### src/sv/cope_pkg.sv
// Shared types and constants for the octet pixel expander.
// No dependencies.
`default_nettype none
package cope_pkg;

    localparam int FIRST_LINE  = 16;
    localparam int END_LINE    = 300;
    localparam int LEFT_EDGE   = 0;
    localparam int ROW_OFFSET  = 100;

    localparam int PIXELS      = 8;
    localparam int K_W         = 3;
    localparam int ROW_W       = 10;
    localparam int WIDTH_W     = 12;
    localparam int PROD_W      = ROW_W + WIDTH_W;
    localparam int ADDR_W      = 32;
    localparam int COLOR_W     = 16;

    typedef logic [COLOR_W-1:0] t_color;
    typedef logic [ADDR_W-1:0]  t_addr;

    typedef enum logic [2:0] {
        OP_HIRES_TEXT  = 3'd0,
        OP_EXTBG_TEXT  = 3'd1,
        OP_MULTI_TEXT  = 3'd2,
        OP_HIRES_BMP   = 3'd3,
        OP_MULTI_BMP   = 3'd4,
        OP_BORDER      = 3'd5
    } t_op;

    typedef enum logic [2:0] {
        CFG_FRAME_BASE  = 3'd0,
        CFG_FRAME_WIDTH = 3'd1,
        CFG_BG_ZERO     = 3'd2,
        CFG_BG_ONE      = 3'd3,
        CFG_BG_TWO      = 3'd4,
        CFG_BG_THREE    = 3'd5
    } t_cfg_idx;

endpackage
`default_nettype wire

### src/sv/character_octet_pixel_expander.sv
// Octet pixel expander: one pattern byte in, eight framebuffer pixel writes out.
// Depends on cope_pkg.
`default_nettype none
// Each accepted octet on a visible line with a defined mode yields eight pixel
// beats, one per cycle while the output is not stalled, so the sustained octet
// rate is set by the single pixel output. The first beat appears once the octet
// has passed window check, row multiply and address and colour decode stages
// and been loaded into the pixel serialiser; up to three further octets queue in
// the pipeline while the output stalls. Octets on hidden lines or with undefined
// modes are dropped. Configuration is written through the cfg channel, which is
// always ready, and must only be written while the block is idle.
module character_octet_pixel_expander (
    input  wire logic                   i_clk,
    input  wire logic                   i_rst_n,
    input  wire logic                   i_valid,
    output logic                        o_stall,
    input  wire logic [2:0]             i_op,
    input  wire logic [8:0]             i_screen_x,
    input  wire logic [8:0]             i_screen_y,
    input  wire logic [7:0]             i_pattern,
    input  wire cope_pkg::t_color       i_fore_color,
    input  wire cope_pkg::t_color       i_color_a,
    input  wire cope_pkg::t_color       i_color_b,
    input  wire cope_pkg::t_color       i_color_c,
    input  wire logic [1:0]             i_bg_select,
    output logic                        o_valid,
    input  wire logic                   i_stall,
    output cope_pkg::t_addr             o_pixel_address,
    output cope_pkg::t_color            o_pixel_color,
    output logic                        o_last_pixel,
    input  wire logic                   i_cfg_valid,
    output logic                        o_cfg_ready,
    input  wire logic [2:0]             i_cfg_index,
    input  wire logic [31:0]            i_cfg_data
);
    import cope_pkg::*;

    localparam logic [K_W-1:0] LAST_K = K_W'(PIXELS - 1);

    // configuration
    t_addr                r_frame_base;
    logic [WIDTH_W-1:0]   r_frame_width;
    t_color               r_bg [4];

    // stage 1: window check, row
    logic                 r1_v;
    t_op                  r1_op;
    logic [8:0]           r1_x;
    logic [ROW_W-1:0]     r1_row;
    logic [7:0]           r1_pat;
    t_color               r1_fore, r1_ca, r1_cb, r1_cc;
    logic [1:0]           r1_sel;

    // stage 2: row product
    logic                 r2_v;
    t_op                  r2_op;
    logic [8:0]           r2_x;
    logic [PROD_W-1:0]    r2_prod;
    logic [7:0]           r2_pat;
    t_color               r2_fore, r2_ca, r2_cb, r2_cc;
    logic [1:0]           r2_sel;

    // stage 3: start address, colours
    logic                 r3_v;
    t_addr                r3_addr;
    t_color               r3_col [PIXELS];

    // serialiser
    logic                 r_sv;
    logic [K_W-1:0]       r_k;
    t_addr                r_addr;
    t_color               r_col [PIXELS];

    logic                 in_acc, keep, out_fire, ser_load, rdy3, rdy2, rdy1;
    logic [ROW_W-1:0]     n_row;
    t_addr                n_start, n_addr;
    t_color               n_col [PIXELS];

    assign o_cfg_ready = 1'b1;

    always_ff @(posedge i_clk) begin
        if (!i_rst_n) begin
            r_frame_base  <= '0;
            r_frame_width <= WIDTH_W'(640);
            for (int i = 0; i < 4; i++) r_bg[i] <= '0;
        end else if (i_cfg_valid) begin
            unique case (t_cfg_idx'(i_cfg_index))
                CFG_FRAME_BASE:  r_frame_base  <= i_cfg_data;
                CFG_FRAME_WIDTH: r_frame_width <= i_cfg_data[WIDTH_W-1:0];
                CFG_BG_ZERO:     r_bg[0]       <= i_cfg_data[COLOR_W-1:0];
                CFG_BG_ONE:      r_bg[1]       <= i_cfg_data[COLOR_W-1:0];
                CFG_BG_TWO:      r_bg[2]       <= i_cfg_data[COLOR_W-1:0];
                CFG_BG_THREE:    r_bg[3]       <= i_cfg_data[COLOR_W-1:0];
                default: ;
            endcase
        end
    end

    // flow control
    assign out_fire = r_sv && !i_stall;
    assign ser_load = !r_sv || (out_fire && (r_k == LAST_K));
    assign rdy3     = !r3_v || ser_load;
    assign rdy2     = !r2_v || rdy3;
    assign rdy1     = !r1_v || rdy2;
    assign o_stall  = !rdy1;
    assign in_acc   = i_valid && rdy1;

    assign keep  = (i_op <= 3'(OP_BORDER))
                && ({1'b0, i_screen_y} >= ROW_W'(FIRST_LINE))
                && ({1'b0, i_screen_y} <  ROW_W'(END_LINE));
    assign n_row = {1'b0, i_screen_y} - ROW_W'(FIRST_LINE) + ROW_W'(ROW_OFFSET);

    always_ff @(posedge i_clk) begin
        if (!i_rst_n) begin
            r1_v <= 1'b0;
        end else if (rdy1) begin
            r1_v <= in_acc && keep;
        end
        if (rdy1 && in_acc) begin
            r1_op   <= t_op'(i_op);
            r1_x    <= i_screen_x;
            r1_row  <= n_row;
            r1_pat  <= i_pattern;
            r1_fore <= i_fore_color;
            r1_ca   <= i_color_a;
            r1_cb   <= i_color_b;
            r1_cc   <= i_color_c;
            r1_sel  <= i_bg_select;
        end
    end

    always_ff @(posedge i_clk) begin
        if (!i_rst_n) begin
            r2_v <= 1'b0;
        end else if (rdy2) begin
            r2_v <= r1_v;
        end
        if (rdy2 && r1_v) begin
            r2_op   <= r1_op;
            r2_x    <= r1_x;
            r2_prod <= PROD_W'(r1_row) * PROD_W'(r_frame_width);
            r2_pat  <= r1_pat;
            r2_fore <= r1_fore;
            r2_ca   <= r1_ca;
            r2_cb   <= r1_cb;
            r2_cc   <= r1_cc;
            r2_sel  <= r1_sel;
        end
    end

    assign n_start = ADDR_W'(r2_prod) + ADDR_W'(r2_x) - ADDR_W'(LEFT_EDGE);
    assign n_addr  = r_frame_base + {n_start[ADDR_W-2:0], 1'b0};

    always_comb begin
        for (int k = 0; k < PIXELS; k++) begin
            logic       b;
            logic [1:0] p;
            b = r2_pat[PIXELS-1-k];
            p = r2_pat[PIXELS-1-2*(k/2) -: 2];
            unique case (r2_op)
                OP_HIRES_TEXT: n_col[k] = b ? r2_fore : r_bg[0];
                OP_EXTBG_TEXT: n_col[k] = b ? r2_fore : r_bg[r2_sel];
                OP_MULTI_TEXT: n_col[k] = (p == 2'b11) ? r2_fore : r_bg[p];
                OP_HIRES_BMP:  n_col[k] = b ? r2_cb : r2_ca;
                OP_MULTI_BMP: begin
                    unique case (p)
                        2'b00: n_col[k] = r_bg[0];
                        2'b01: n_col[k] = r2_ca;
                        2'b10: n_col[k] = r2_cb;
                        2'b11: n_col[k] = r2_cc;
                    endcase
                end
                default:       n_col[k] = r2_fore;
            endcase
        end
    end

    always_ff @(posedge i_clk) begin
        if (!i_rst_n) begin
            r3_v <= 1'b0;
        end else if (rdy3) begin
            r3_v <= r2_v;
        end
        if (rdy3 && r2_v) begin
            r3_addr <= n_addr;
            r3_col  <= n_col;
        end
    end

    always_ff @(posedge i_clk) begin
        if (!i_rst_n) begin
            r_sv <= 1'b0;
            r_k  <= '0;
        end else if (ser_load) begin
            r_sv <= r3_v;
            r_k  <= '0;
        end else if (out_fire) begin
            r_k  <= r_k + K_W'(1);
        end
        if (ser_load && r3_v) begin
            r_addr <= r3_addr;
            r_col  <= r3_col;
        end else if (!ser_load && out_fire) begin
            r_addr <= r_addr + ADDR_W'(2);
        end
    end

    assign o_valid         = r_sv;
    assign o_pixel_address = r_addr;
    assign o_pixel_color   = r_col[r_k];
    assign o_last_pixel    = (r_k == LAST_K);

endmodule
`default_nettype wire

### config.mk
export PLATFORM = sky130hd
export DESIGN_NAME = character_octet_pixel_expander
export DESIGN_NICKNAME = d
export VERILOG_FILES = /design/src/sv/cope_pkg.sv /design/src/sv/character_octet_pixel_expander.sv
export SDC_FILE = /design/constraint.sdc
export NUM_CORES = 1
export LEC_CHECK = 0
export ABC_AREA = 1
export BUFFER_PORTS_ARGS = -buffer_cell sky130_fd_sc_hd__buf_4
export CORE_MARGIN = 5
export CORE_UTILIZATION = 45
export DETAILED_ROUTE_END_ITERATION = 8
export GPL_TIMING_DRIVEN = 0
export PLACE_DENSITY = 0.6
export SYNTH_ARGS = -nofsm -noshare
export SYNTH_HDL_FRONTEND = slang
export SYNTH_SLANG_ARGS = --single-unit
### constraint.sdc
create_clock -name i_clk -period 6.4 [get_ports i_clk]
set_input_delay 0.32 -clock i_clk [delete_from_list [all_inputs] [get_ports i_clk]]
set_output_delay 0.32 -clock i_clk [all_outputs]
set_load 0.01 [all_outputs]
==> flow_metrics.py <==
metrics = {
    "sta": {
        "fmax_mhz": 183,
        "rsz0062_at_grt": "false",
        "finalCritPeriodShare": 0.854,
        "fin_crit_ps": 5460,
        "finClkSkew_ps": 35.8,
        "timing.slew.headroom": 0.116,
        "setup_violations": 0,
        "drv_slew": 0,
        "hold_viol": 0,
        "tightest_slew_ps": 1330,
    },
    "pwr": {
        "irDropWorstVdd_v": 0.000248,
        "internal_power_w": 0.00759,
        "p_sw_frac": 0.271,
        "leakage_nw": 20.0,
        "p_per_area_nw_per_um2": 228,
        "pwr-share-seq": 0.472,
        "power_frac_comb": 0.149,
        "switchingPower_w": 0.00283,
        "p_clk_frac": 0.379,
    },
    "synthesis": {
        "synth_cells": 4781,
        "syn_area_per_cell_um2": 8.22,
        "ys_seq_area_frac": 0.481,
        "ys.flop_type": "edfxtp_1",
        "synth-edff-count": 588,
        "synth-seq-cells": 649,
        "async_reset_ff_frac": 0,
        "synth_fp_nets": 5090,
        "ys_warn_count": 0,
        "yosysUniqueCellTypes": 47,
        "synthesis.area_um2": 39300,
    },
    "global_route": {
        "grt_pass1_vias": 33400,
        "grt_max_degree": 91,
        "grt_overflow": 0,
        "grt_pass1_wl_um": 234000,
        "grt_use_total": 0.341,
        "antenna_found_initial": 12,
    },
    "layout": {
        "utilization": 0.526,
        "nets": 5462,
        "layout_common_cells": "nand2_1 (1403), edfxtp_1 (588), inv_1 (514), nor2_1 (438), a21oi_1 (317)",
        "stdcell_count": 6368,
        "area_growth_pct": 16.2,
        "fillCellCount": 8164,
        "drive_gt1_frac": 0.0828,
        "layout_commonest_cell": "nand2_1",
    },
    "floorplanning": {
        "pin_count": 187,
        "die_x_um": 305,
        "rows": 108,
        "design.core.area_um2": 86800,
        "die-area_um2": 93300,
        "start_util": 0.453,
        "fp.dieH_um": 305,
    },
    "cts": {
        "clockBufferDepth": 3,
        "postCtsSetupBuffers": 0,
        "clock-sinks": 649,
        "numCtsBuffers": 70,
        "postCtsResizedCells": 0,
        "htreeDepth": 3,
        "clkTransAtPathRegs_ps": 60,
        "clock_latency_ps": 650,
        "cts-hold-fix-buffers": 110,
        "ctsRootBufferMaster": "clkbuf_16",
        "cts_tree": "yes",
    },
    "drt": {
        "ant_nets": 0,
        "avgViaCountPerCell": 5.73,
        "drtIter0Drc": 4811,
        "firstDrtPassIters": 9,
        "num_vias": 36500,
        "wl_per_cell_um": 25.7,
        "wl_um": 164000,
        "drc": 0,
    },
    "critical_path": {
        "setup.worst_path.start_class": "flop",
        "path_buf_inv": 6,
        "endpoint_kind": "flop",
        "crit_chain": "clkbuf_1, nand2_1, fa_1, inv_1, fa_1, inv_1, fa_1, inv_1, fa_1, inv_1, fa_1, inv_1, ha_1, a21oi_1, a21oi_1, o21ai_0, nand3_1, nand2_1, nand2_1",
        "arrival_ps": 5820,
        "critical_path.slowest_cell": "fa_1",
        "critPathTopFamily": "adder cells",
        "crit_path_max_incr_delay_ps": 560,
        "cp.required_ps": 6760,
        "crit_type": "flop to flop",
        "crit_fanout": 10,
    },
    "placement": {
        "hpwl_um": 128000,
        "place_inst": 6125,
        "portBuffers": 184,
        "gp_congestion": 1.07,
    },
    "job": {
        "cap_viol_max_count": 0,
    },
    "outcome": {
        "status": "complete, no violations",
    },
    "min_path": {
        "hold_class": "primary input to flop",
    },
}
## registers in the layout (all words and copies together), names as in the netlist, 8 cells and up, named ones only
name,count
r_bg,64
r_frame_width,12
r2_ca,16
r2_cb,16
r2_pat,8
r2_fore,16
r1_pat,8
r_frame_base,32
r1_row,10
r2_x,9
r_col,128
r1_cb,16
r2_prod,22
r3_col,128
r1_cc,16
r1_ca,16
r3_addr,32
r2_cc,16
r1_fore,16
o_pixel_address,32
r1_x,9
## synth_stat cells (6+ instances only)
| library cell | instances | area [um2] |
|---|---|---|
| ha_1 | 94 | 1180 |
| o21ai_0 | 309 | 1550 |
| nand2_1 | 1403 | 5270 |
| nand3_1 | 251 | 1260 |
| o32ai_1 | 32 | 280 |
| xor2_1 | 46 | 403 |
| dfxtp_1 | 61 | 1220 |
| xnor2_1 | 9 | 78.8 |
| and2_1 | 20 | 125 |
| nor2_2 | 7 | 43.8 |
| o22ai_1 | 24 | 150 |
| a21oi_1 | 317 | 1590 |
| o21ai_1 | 49 | 245 |
| o211ai_1 | 89 | 668 |
| a31oi_1 | 6 | 37.5 |
| nor3_1 | 26 | 130 |
| buf_4 | 6 | 45.0 |
| edfxtp_1 | 588 | 17700 |
| nand3b_1 | 12 | 90.1 |
| inv_1 | 515 | 1930 |
| nand4_1 | 100 | 626 |
| buf_1 | 11 | 41.3 |
| nor2_1 | 439 | 1650 |
| inv_2 | 13 | 48.8 |
| clkbuf_1 | 127 | 477 |
| nand2_2 | 9 | 56.3 |
| fa_1 | 80 | 1600 |
| buf_2 | 90 | 450 |
| o21bai_1 | 7 | 52.6 |
| o21a_1 | 6 | 45.0 |
## logic make-up (layout without fill, tap and decap cells)
group / after synthesis / in the layout / share of synthesized area
AO/OA/AOI/OAI: 858 / 858 / 0.122
XOR/XNOR: 55 / 55 / 0.0123
adder cells (fa/ha/maj): 174 / 174 / 0.0707
buffers and inverters: 768 / 1193 / 0.0778
flip-flops: 649 / 649 / 0.481
other: 1 / 8 / 0.0000955
AND/OR/NAND/NOR: 2276 / 2276 / 0.237
## cell type report
type	count	area, um2	area share
Buffer	239	1080	0.0236
Multi-Input combinational cell	3364	17400	0.381
Antenna cell	7	17.5	0.000384
Clock inverter	41	402	0.00880
Tap cell	1155	1450	0.0316
Timing Repair Buffer	300	2630	0.0577
Sequential cell	649	18900	0.413
Clock buffer	84	1840	0.0402
Inverter	529	1990	0.0436
## tightest hold or removal path: cells and delay by family
family	cells	cell delay (ps)
AND/OR/NAND/NOR	2	150
buffers and inverters	1	90
## power groups by stage
stage / logic, W / registers, W / clock network (W)
CTS: 0.00152 / 0.00491 / 0.00403
detailed placement: 0.00146 / 0.00500 / 0
floorplan: 0.000938 / 0.00495 / 0
global route: 0.00172 / 0.00493 / 0.00422
finish: 0.00155 / 0.00492 / 0.00395
global placement: 0.00144 / 0.00502 / 0
## stage by stage
| step | power, W | setup slack [ps] | setup TNS (ps) | hold WS (ps) | cell area, um2 |
|---|---|---|---|---|---|
| after floorplan | 0.00589 | 746 | 0 | 400 | 39300 |
| after global placement | 0.00646 | -1480 | -208340 | 401 | 42100 |
| after detailed placement | 0.00646 | 1010 | 0 | 405 | 42300 |
| after CTS | 0.0105 | 998 | 0 | 23.9 | 45600 |
| after global routing | 0.0109 | 662 | 0 | 45.0 | 45600 |
| final | 0.0104 | 937 | 0 | 52.0 | 45700 |
## final timing paths
path / from / endpoint / slack, ps / cells past startpoint
worst min-delay path: i_screen_y[7] / r1_row[9]$_DFFE_PP_ / 50 / 3
worst max-delay path: r_frame_width[7]$_SDFFE_PN1P_ / r2_prod[21]$_DFFE_PP_ / 940 / 19
worst max register to register: r_frame_width[7]$_SDFFE_PN1P_ / r2_prod[21]$_DFFE_PP_ / 940 / 19
worst min register to register: r1_cb[15]$_DFFE_PP_ / r2_cb[15]$_DFFE_PP_ / 400 / 0
## metal layers
metal,up-vias,global-route usage,share of wire
met5,-,0,0.00034
met4,8,0.118,0.039
met3,294,0.0767,0.11
met2,2125,0.486,0.41
met1,17400,0.513,0.44
li1,16700,-,-
Note: power is estimated with default switching activity, not from simulation.
